<file path="config.mk">
export PLATFORM = sky130hd
export DESIGN_NAME = strict_priority_task_queue
export DESIGN_NICKNAME = d
export VERILOG_FILES = /design/src/stpq_pkg.sv /design/src/stpq_ram.sv /design/src/stpq_ctrl.sv /design/src/stpq_dp.sv /design/src/strict_priority_task_queue.sv
export SDC_FILE = /design/constraint.sdc
export NUM_CORES = 2
export LEC_CHECK = 0
export ABC_AREA = 1
export BUFFER_PORTS_ARGS = -buffer_cell sky130_fd_sc_hd__buf_2
export CORE_MARGIN = 3
export CORE_UTILIZATION = 45
export CTS_CLUSTER_SIZE = 8
export DETAILED_ROUTE_END_ITERATION = 8
export SYNTH_ARGS = -nofsm -noshare
export SYNTH_HDL_FRONTEND = slang
export SYNTH_HIERARCHICAL = 1
export SYNTH_SLANG_ARGS = --single-unit
</file>
<file path="constraint.sdc">
create_clock -name clock -period 20.6 [get_ports clock]
set_clock_uncertainty 0.05 [all_clocks]
set_input_delay 4.12 -clock clock [delete_from_list [all_inputs] [get_ports clock]]
set_output_delay 4.12 -clock clock [all_outputs]
set_load 0.05 [all_outputs]
</file>
<file path="src/stpq_pkg.sv">
// Shared types and constants of the strict-priority task queue.
package stpq_pkg;
   localparam int QUEUE_SLOTS     = 64;
   localparam int PRIORITY_LEVELS = 4;
   localparam int SLOT_W          = $clog2(QUEUE_SLOTS);
   localparam int SCAN_W          = $clog2(QUEUE_SLOTS + 1);
   localparam int LVL_W           = 2;
   localparam int CNT_W           = 7;
   localparam int ID_W            = 32;
   localparam int ENTRY_W         = LVL_W + ID_W;

   localparam logic [1:0] KIND_SUBMIT  = 2'd0;
   localparam logic [1:0] KIND_DEQUEUE = 2'd1;
   localparam logic [1:0] KIND_CANCEL  = 2'd2;
   localparam logic [1:0] KIND_NOP     = 2'd3;

   localparam logic [1:0] STAT_OK        = 2'd0;
   localparam logic [1:0] STAT_FULL      = 2'd1;
   localparam logic [1:0] STAT_EMPTY     = 2'd2;
   localparam logic [1:0] STAT_NOT_FOUND = 2'd3;

   localparam logic [1:0] CSR_QUEUE_LIMIT  = 2'd0;
   localparam logic [1:0] CSR_NORMAL_LEVEL = 2'd1;

   typedef struct packed {
      logic [1:0]      kind;
      logic [2:0]      priority_req;
      logic [ID_W-1:0] cancel_id;
   } req_type;

   typedef struct packed {
      logic [1:0]       status;
      logic [ID_W-1:0]  task_id;
      logic [LVL_W-1:0] level;
      logic [CNT_W-1:0] queued_total;
      logic [CNT_W-1:0] high_water;
      logic [ID_W-1:0]  submitted_count;
      logic [ID_W-1:0]  cancelled_count;
   } rsp_type;

   typedef struct packed {
      logic              load_req;
      logic              rd_en;
      logic [SLOT_W-1:0] rd_addr;
      logic              eval_en;
      logic [SLOT_W-1:0] eval_idx;
      logic              finish;
   } cmd_type;
endpackage

</file>
<file path="src/stpq_ram.sv">
// Generic single-write, single-read RAM with registered read data.
module stpq_ram #(
   parameter int WIDTH = 8,
   parameter int DEPTH = 16
) (
   input  logic                     clock,
   input  logic                     we,
   input  logic [$clog2(DEPTH)-1:0] waddr,
   input  logic [WIDTH-1:0]         wdata,
   input  logic                     re,
   input  logic [$clog2(DEPTH)-1:0] raddr,
   output logic [WIDTH-1:0]         rdata
);
   logic [WIDTH-1:0] mem_ff [DEPTH];
   logic [WIDTH-1:0] rdata_ff;

   always_ff @(posedge clock) begin
      if (we) begin
         mem_ff[waddr] <= wdata;
      end
      if (re) begin
         rdata_ff <= mem_ff[raddr];
      end
   end

   assign rdata = rdata_ff;
endmodule

</file>
<file path="src/stpq_ctrl.sv">
// Controller: accepts a request, sequences the slot scan and closes the item.
module stpq_ctrl (
   input  logic             clock,
   input  logic             reset,
   input  logic             req_valid,
   output logic             req_ready,
   input  logic [1:0]       req_kind,
   input  logic             out_free,
   output stpq_pkg::cmd_type cmd
);
   import stpq_pkg::*;

   typedef enum logic [1:0] {S_IDLE, S_SCAN, S_DONE} state_type;

   state_type         state_ff, state_in;
   logic [SCAN_W-1:0] cnt_ff, cnt_in;
   logic              eval_ff, eval_in;
   logic [SLOT_W-1:0] eval_idx_ff, eval_idx_in;
   logic              accept;
   logic              rd_en;

   assign req_ready = (state_ff == S_IDLE);
   assign accept    = req_valid && req_ready;
   assign rd_en     = (state_ff == S_SCAN) && (cnt_ff < SCAN_W'(QUEUE_SLOTS));

   always_comb begin
      state_in    = state_ff;
      cnt_in      = cnt_ff;
      eval_in     = 1'b0;
      eval_idx_in = cnt_ff[SLOT_W-1:0];
      unique case (state_ff)
         S_IDLE: begin
            cnt_in = '0;
            if (accept) begin
               if (req_kind == KIND_DEQUEUE || req_kind == KIND_CANCEL) begin
                  state_in = S_SCAN;
               end else begin
                  state_in = S_DONE;
               end
            end
         end
         S_SCAN: begin
            eval_in = rd_en;
            if (rd_en) begin
               cnt_in = cnt_ff + 1'b1;
            end else if (!eval_ff) begin
               state_in = S_DONE;
            end
         end
         S_DONE: begin
            if (out_free) begin
               state_in = S_IDLE;
            end
         end
         default: state_in = S_IDLE;
      endcase
   end

   always_ff @(posedge clock) begin
      if (reset) begin
         state_ff <= S_IDLE;
         cnt_ff   <= '0;
         eval_ff  <= 1'b0;
      end else begin
         state_ff <= state_in;
         cnt_ff   <= cnt_in;
         eval_ff  <= eval_in;
      end
      eval_idx_ff <= eval_idx_in;
   end

   always_comb begin
      cmd.load_req = accept;
      cmd.rd_en    = rd_en;
      cmd.rd_addr  = cnt_ff[SLOT_W-1:0];
      cmd.eval_en  = eval_ff;
      cmd.eval_idx = eval_idx_ff;
      cmd.finish   = (state_ff == S_DONE) && out_free;
   end
endmodule

</file>
<file path="src/stpq_dp.sv">
// Datapath: slot store, scan comparison, counters, configuration and result register.
module stpq_dp (
   input  logic              clock,
   input  logic              reset,
   input  stpq_pkg::req_type  req_data,
   input  stpq_pkg::cmd_type  cmd,
   output logic              out_free,
   input  logic              csr_valid,
   input  logic [1:0]        csr_index,
   input  logic [6:0]        csr_wdata,
   output logic              rsp_valid,
   input  logic              rsp_ready,
   output stpq_pkg::rsp_type  rsp_data
);
   import stpq_pkg::*;

   logic [1:0]       kind_ff;
   logic [2:0]       prio_ff;
   logic [ID_W-1:0]  want_ff;
   logic [QUEUE_SLOTS-1:0] valid_ff, valid_in;
   logic [ID_W-1:0]  next_id_ff, next_id_in;
   logic [CNT_W-1:0] pending_ff, pending_in;
   logic [CNT_W-1:0] peak_ff, peak_in;
   logic [ID_W-1:0]  sub_ff, sub_in;
   logic [ID_W-1:0]  can_ff, can_in;
   logic [CNT_W-1:0] limit_ff;
   logic [LVL_W-1:0] normal_ff;
   logic             found_ff, found_in;
   logic [LVL_W-1:0] best_lvl_ff, best_lvl_in;
   logic [ID_W-1:0]  best_id_ff, best_id_in;
   logic [ID_W-1:0]  best_age_ff, best_age_in;
   logic [SLOT_W-1:0] best_idx_ff, best_idx_in;
   logic             rsp_valid_ff, rsp_valid_in;
   rsp_type          rsp_ff, rsp_in;

   logic [ENTRY_W-1:0] rd_entry;
   logic [LVL_W-1:0]   rd_lvl;
   logic [ID_W-1:0]    rd_id;
   logic [ID_W-1:0]    rd_age;
   logic               better;
   logic [SLOT_W-1:0]  free_idx;
   logic               free_any;
   logic [CNT_W-1:0]   limit_eff;
   logic [LVL_W-1:0]   sub_lvl;
   logic [LVL_W-1:0]   norm_sat;
   logic               sub_ok;
   logic               ram_we;

   stpq_ram #(.WIDTH(ENTRY_W), .DEPTH(QUEUE_SLOTS)) u_slots (
      .clock (clock),
      .we    (ram_we),
      .waddr (free_idx),
      .wdata ({sub_lvl, next_id_ff}),
      .re    (cmd.rd_en),
      .raddr (cmd.rd_addr),
      .rdata (rd_entry)
   );

   assign rd_lvl   = rd_entry[ENTRY_W-1:ID_W];
   assign rd_id    = rd_entry[ID_W-1:0];
   assign rd_age   = next_id_ff - rd_id;
   assign out_free = !rsp_valid_ff || rsp_ready;

   // A later slot wins only when strictly better, so ties go to the lowest slot.
   always_comb begin
      better = 1'b0;
      if (valid_ff[cmd.eval_idx]) begin
         if (kind_ff == KIND_DEQUEUE) begin
            better = !found_ff || (rd_lvl > best_lvl_ff) ||
                     ((rd_lvl == best_lvl_ff) && (rd_age > best_age_ff));
         end else begin
            better = !found_ff && (rd_id == want_ff);
         end
      end
   end

   always_comb begin
      free_idx = '0;
      free_any = 1'b0;
      for (int i = QUEUE_SLOTS - 1; i >= 0; i--) begin
         if (!valid_ff[i]) begin
            free_idx = SLOT_W'(i);
            free_any = 1'b1;
         end
      end
   end

   always_comb begin
      if ({25'd0, limit_ff} > QUEUE_SLOTS) begin
         limit_eff = CNT_W'(QUEUE_SLOTS);
      end else begin
         limit_eff = limit_ff;
      end
      if ({30'd0, normal_ff} >= PRIORITY_LEVELS) begin
         norm_sat = LVL_W'(PRIORITY_LEVELS - 1);
      end else begin
         norm_sat = normal_ff;
      end
      if ({29'd0, prio_ff} >= PRIORITY_LEVELS) begin
         sub_lvl = norm_sat;
      end else begin
         sub_lvl = prio_ff[LVL_W-1:0];
      end
      sub_ok = (pending_ff < limit_eff) && free_any;
   end

   assign ram_we = cmd.finish && (kind_ff == KIND_SUBMIT) && sub_ok;

   always_comb begin
      valid_in     = valid_ff;
      next_id_in   = next_id_ff;
      pending_in   = pending_ff;
      peak_in      = peak_ff;
      sub_in       = sub_ff;
      can_in       = can_ff;
      found_in     = found_ff;
      best_lvl_in  = best_lvl_ff;
      best_id_in   = best_id_ff;
      best_age_in  = best_age_ff;
      best_idx_in  = best_idx_ff;
      rsp_valid_in = rsp_valid_ff && !rsp_ready;
      rsp_in       = rsp_ff;

      if (cmd.load_req) begin
         found_in = 1'b0;
      end
      if (cmd.eval_en && better) begin
         found_in    = 1'b1;
         best_lvl_in = rd_lvl;
         best_id_in  = rd_id;
         best_age_in = rd_age;
         best_idx_in = cmd.eval_idx;
      end

      if (cmd.finish) begin
         rsp_in.status  = STAT_OK;
         rsp_in.task_id = '0;
         rsp_in.level   = '0;
         unique case (kind_ff)
            KIND_SUBMIT: begin
               if (sub_ok) begin
                  valid_in[free_idx] = 1'b1;
                  rsp_in.task_id     = next_id_ff;
                  rsp_in.level       = sub_lvl;
                  next_id_in         = next_id_ff + 1'b1;
                  if (next_id_in == '0) begin
                     next_id_in = ID_W'(1);
                  end
                  pending_in = pending_ff + 1'b1;
                  sub_in     = sub_ff + 1'b1;
                  if (pending_in > peak_ff) begin
                     peak_in = pending_in;
                  end
               end else begin
                  rsp_in.status = STAT_FULL;
               end
            end
            KIND_DEQUEUE, KIND_CANCEL: begin
               if (found_ff && !((kind_ff == KIND_CANCEL) && (want_ff == '0))) begin
                  valid_in[best_idx_ff] = 1'b0;
                  rsp_in.task_id        = best_id_ff;
                  rsp_in.level          = best_lvl_ff;
                  if (pending_ff != '0) begin
                     pending_in = pending_ff - 1'b1;
                  end
                  if (kind_ff == KIND_CANCEL) begin
                     can_in = can_ff + 1'b1;
                  end
               end else if (kind_ff == KIND_DEQUEUE) begin
                  rsp_in.status = STAT_EMPTY;
               end else begin
                  rsp_in.status = STAT_NOT_FOUND;
               end
            end
            default: begin
            end
         endcase
         rsp_in.queued_total    = pending_in;
         rsp_in.high_water      = peak_in;
         rsp_in.submitted_count = sub_in;
         rsp_in.cancelled_count = can_in;
         rsp_valid_in           = 1'b1;
      end
   end

   always_ff @(posedge clock) begin
      if (reset) begin
         valid_ff     <= '0;
         next_id_ff   <= ID_W'(1);
         pending_ff   <= '0;
         peak_ff      <= '0;
         sub_ff       <= '0;
         can_ff       <= '0;
         limit_ff     <= CNT_W'(64);
         normal_ff    <= LVL_W'(1);
         found_ff     <= 1'b0;
         rsp_valid_ff <= 1'b0;
      end else begin
         valid_ff     <= valid_in;
         next_id_ff   <= next_id_in;
         pending_ff   <= pending_in;
         peak_ff      <= peak_in;
         sub_ff       <= sub_in;
         can_ff       <= can_in;
         found_ff     <= found_in;
         rsp_valid_ff <= rsp_valid_in;
         if (csr_valid && csr_index == CSR_QUEUE_LIMIT) begin
            limit_ff <= csr_wdata;
         end
         if (csr_valid && csr_index == CSR_NORMAL_LEVEL) begin
            normal_ff <= csr_wdata[LVL_W-1:0];
         end
      end
      if (cmd.load_req) begin
         kind_ff <= req_data.kind;
         prio_ff <= req_data.priority_req;
         want_ff <= req_data.cancel_id;
      end
      best_lvl_ff <= best_lvl_in;
      best_id_ff  <= best_id_in;
      best_age_ff <= best_age_in;
      best_idx_ff <= best_idx_in;
      rsp_ff      <= rsp_in;
   end

   assign rsp_valid = rsp_valid_ff;
   assign rsp_data  = rsp_ff;
endmodule

</file>
<file path="src/strict_priority_task_queue.sv">
// Top level of the strict-priority task queue.
// The queue holds up to 64 tasks at four levels. A submit, or an unused kind,
// loads its result into the output register once that register is free; a
// dequeue or cancel reads every slot of the slot RAM through its single read
// port, one slot a cycle, and then loads its result the same way.
// One item is handled at a time; the result waits in an output register and
// a new request is taken in the cycle after the previous result is loaded.
module strict_priority_task_queue (
   input  logic              clock,
   input  logic              reset,
   input  logic              req_valid,
   output logic              req_ready,
   input  stpq_pkg::req_type  req_data,
   output logic              rsp_valid,
   input  logic              rsp_ready,
   output stpq_pkg::rsp_type  rsp_data,
   input  logic              csr_valid,
   output logic              csr_ready,
   input  logic [1:0]        csr_index,
   input  logic [6:0]        csr_wdata
);
   import stpq_pkg::*;

   cmd_type cmd;
   logic    out_free;

   assign csr_ready = 1'b1;

   stpq_ctrl u_ctrl (
      .clock     (clock),
      .reset     (reset),
      .req_valid (req_valid),
      .req_ready (req_ready),
      .req_kind  (req_data.kind),
      .out_free  (out_free),
      .cmd       (cmd)
   );

   stpq_dp u_dp (
      .clock     (clock),
      .reset     (reset),
      .req_data  (req_data),
      .cmd       (cmd),
      .out_free  (out_free),
      .csr_valid (csr_valid),
      .csr_index (csr_index),
      .csr_wdata (csr_wdata),
      .rsp_valid (rsp_valid),
      .rsp_ready (rsp_ready),
      .rsp_data  (rsp_data)
   );

   // A failed request never names a task.
   a_fail_zero_id: assert property (@(posedge clock) disable iff (reset)
      rsp_valid && rsp_data.status != STAT_OK |-> rsp_data.task_id == '0)
      else $error("failed beat carries a task id");

   // The high-water mark never trails the pending total.
   a_peak: assert property (@(posedge clock) disable iff (reset)
      rsp_valid |-> rsp_data.high_water >= rsp_data.queued_total)
      else $error("high-water mark below pending total");

   // A result is only loaded while the output register is free.
   a_no_overrun: assert property (@(posedge clock) disable iff (reset)
      cmd.finish |-> out_free)
      else $error("result overwrote a pending beat");
endmodule
</file>
==> results.py <==
metrics = {
    "critical_path": {
        "path_common_cell": "a21oi_1",
        "r2r_setup_slack_ps": 12060,
        "cp-start-kind": "flip-flop",
        "crit_buf_inv": 5,
        "critPathMaxFanout": 70,
        "cp-end-kind": "flip-flop",
        "cp_top_family": "compound AO/OA/AOI/OAI gates",
        "critPathMaxStageDelay_ps": 720,
        "cp_num_cells": 40,
        "worstPathRequired_ps": 21090,
        "worst_ep_arrival_time_ps": 9030,
        "crit_end": "u_dp/best_id_ff[4]",
        "path_class": "flip-flop to flip-flop",
        "r2r-end": "u_dp/best_id_ff[4]",
        "crit_start": "u_dp/next_id_ff[0]",
        "slowest_stage": "buf_4",
        "r2r_cells": 40,
        "r2r_start": "u_dp/next_id_ff[0]",
    },
    "drt": {
        "dr.pass1.iters": 8,
        "viasPerCell": 5.83,
        "num_vias": 77400,
        "wl_mm": 339,
        "antenna_left": 0,
        "post_drt_wl_per_cell_um": 25.5,
        "dr.first_iter.drc_count": 9996,
        "drc": 0,
    },
    "yosys": {
        "yosys.cell_types.count": 59,
        "avgSynthCellArea_um2": 11.2,
        "synth_cells": 9887,
        "syn_nets": 10000,
        "ys_ff_latch": 2634,
        "synth_flop_cell": "edfxtp_1",
        "syn-cell-area_mm2": 0.111,
        "synth_edf_count": 2433,
        "synth-seq-area-share": 0.697,
        "synth-async-reset-ratio": 0,
        "yosys_warnings": 6,
    },
    "place": {
        "placed_area_mm2": 0.114,
        "place_ws_ps": 12150,
        "port_buffers": 166,
        "gp_congestion": 0.940,
        "dp_hpwl_mm": 197,
    },
    "pwr": {
        "ir_drop_v": 0.0000667,
        "finalPower_mw": 12.5,
        "p_per_area_mw_per_mm2": 101,
        "power_leakage_nw": 46.0,
    },
    "floorplan": {
        "core_area_mm2": 0.244,
        "dieArea_mm2": 0.252,
        "die_w_um": 502,
        "rows": 181,
        "start_util": 0.454,
        "io_pins": 168,
        "die_h_um": 502,
    },
    "cts": {
        "clk_path_buf_depth": 4,
        "cts_resized": 0,
        "cts_hold_buffers": 0,
        "clock_sinks": 2634,
        "root_buffer": "clkbuf_16",
        "numCtsBuffers": 379,
        "clkTransAtPathRegs_ps": 50,
        "post_cts_buffers": 0,
        "insertion_delay_ps": 960,
        "cts_tree": "done",
        "h-tree-depth": 5,
    },
    "sta": {
        "period_minus_slack_ps": 8540,
        "tightestPinTransition_ps": 1270,
        "rsz0062_at_grt": "false",
        "tns_ps": 0,
        "setup_viol": 0,
        "clock.fmax_ghz": 0.117,
        "setup_ws_ps": 12060,
        "hold_violations": 0,
        "period_share": 0.414,
        "drv_slew": 0,
        "slew_headroom": 0.155,
    },
    "grt": {
        "antenna_found_initial": 22,
        "grt.busiest_layer": "met2",
        "track_usage": 0.263,
        "grt_util_met3": 0.0619,
        "grt_max_degree": 214,
        "grt_pass1_wl_mm": 489,
        "grt_pass1_vias": 72200,
        "use_met1": 0.374,
        "globalRouteOverflowTotal": 0,
        "use_met2": 0.393,
    },
    "run_status": {
        "status": "complete, no violations",
    },
    "finish": {
        "fillers": 21100,
        "utilization": 0.510,
        "fin_nets": 10100,
        "syn2layout_area_growth_pct": 12.4,
        "design_area_mm2": 0.124,
        "drive_gt1_frac": 0.0842,
        "multi_input_area_mm2": 0.0297,
        "layout.area.seq_mm2": 0.0771,
    },
    "job": {
        "drv_cap": 0,
    },
    "hold_path": {
        "worstHoldPathType": "flip-flop to flip-flop",
    },
}
## metal layers
layer / wire (um) / up-vias
met5: 121 / -
met4: 12800 / 16
met3: 35400 / 605
met2: 151000 / 3952
met1: 140000 / 38100
li1: - / 34800
## kinds of logic (layout without fill, tap and decap cells)
logic type | count (synthesis) | count (layout) | share of synthesized area
AO/OA/AOI/OAI | 597 | 597 | 0.0297
XOR/XNOR | 143 | 143 | 0.0113
adder cells (fa/ha/maj) | 90 | 90 | 0.0102
buffers and inverters | 982 | 1170 | 0.0397
flip-flops | 2634 | 2634 | 0.697
multiplexers | 1 | 1 | 0.000102
other | 1 | 13 | 0.0000339
AND/OR/NAND/NOR | 5439 | 5439 | 0.212
## layout by cell type (no fill, tap or decap), drive strengths merged, types with 2 or more instances in the layout
master / Yosys / routed
buf: 400 / 303
dfxtp: 201 / 201
or2: 12 / 12
nor3: 51 / 51
nand3b: 3 / 3
a21boi: 5 / 5
a22oi: 7 / 7
ha: 89 / 89
o21ai: 175 / 175
a211oi: 8 / 8
o31ai: 51 / 51
o211ai: 8 / 8
nand4: 57 / 57
a21oi: 316 / 316
a21o: 3 / 3
nor3b: 2 / 2
nor4: 28 / 28
clkbuf: 178 / 456
nor2: 312 / 312
inv: 399 / 406
nand3: 2122 / 2122
xnor2: 32 / 32
o21bai: 6 / 6
a31oi: 6 / 6
o2111ai: 6 / 6
clkinv: 5 / 5
diode: 0 / 12
xor2: 111 / 111
edfxtp: 2433 / 2433
nand2: 2848 / 2848
## cell usage after synthesis, types with 57 or more instances
cell | count | area share
nand2_1 | 2844 | 0.096
edfxtp_1 | 2433 | 0.66
nand3_1 | 2122 | 0.096
inv_1 | 389 | 0.013
a21oi_1 | 315 | 0.014
nor2_1 | 308 | 0.010
buf_2 | 278 | 0.013
dfxtp_1 | 201 | 0.036
clkbuf_1 | 178 | 0.0060
o21ai_0 | 173 | 0.0078
xor2_1 | 111 | 0.0088
ha_1 | 89 | 0.010
buf_4 | 61 | 0.0041
nand4_1 | 57 | 0.0032
## stage by stage
step           cells  hold slack, ps
2_1_floorplan   9887             327
3_3_place_gp   12800             385
3_5_place_dp   12800             384
4_1_cts        13300             403
5_1_grt        13300             421
6_report       13300             404
## state kept, by name, summed over array words and instances, names as in the netlist, 3 cells and up
register and flops:
u_ctrl/cnt_ff 7, u_ctrl/eval_idx_ff 6, u_dp/best_age_ff 32, u_dp/best_id_ff 32
u_dp/best_idx_ff 6, u_dp/can_ff 32, u_dp/limit_ff 7, u_dp/next_id_ff 32
u_dp/peak_ff 7, u_dp/pending_ff 7, u_dp/prio_ff 3, u_dp/rsp_data 114
u_dp/sub_ff 32, u_dp/u_slots/mem_ff 2176, u_dp/u_slots/rdata 34, u_dp/valid_ff 64
u_dp/want_ff 32
## power by group
| part | total (mW) | internal, mW | switching [mW] |
|---|---|---|---|
| Combinational | 1.15 | 0.252 | 0.895 |
| Clock | 5.39 | 3.28 | 2.10 |
| Sequential | 5.97 | 5.90 | 0.0685 |
| Total | 12.5 | 9.43 | 3.07 |
## area by class of cell
| type | instances | share of cell area |
|---|---|---|
| Tap cell | 3202 | 0.0322 |
| Antenna cell | 12 | 0.000242 |
| Clock buffer | 456 | 0.0793 |
| Multi-Input combinational cell | 6271 | 0.239 |
| Timing Repair Buffer | 303 | 0.0155 |
| Clock inverter | 7 | 0.000674 |
| Inverter | 404 | 0.0125 |
| Sequential cell | 2634 | 0.621 |
## how the worst min path moves through the flow
stage / from / endpoint / slack (ps) / cells after the start
global placement: u_dp/u_slots/rdata[12] / u_dp/best_id_ff[12] / 390 / 0
CTS: u_dp/u_slots/rdata[13] / u_dp/best_id_ff[13] / 400 / 0
global route: u_dp/u_slots/rdata[18] / u_dp/best_id_ff[18] / 420 / 0
finish: u_dp/u_slots/rdata[13] / u_dp/best_id_ff[13] / 400 / 0
floorplan: u_ctrl/cnt_ff[4] / u_ctrl/eval_idx_ff[4] / 330 / 0
detailed placement: u_dp/u_slots/rdata[14] / u_dp/best_id_ff[14] / 380 / 0
(Power assumes the default switching activity.)
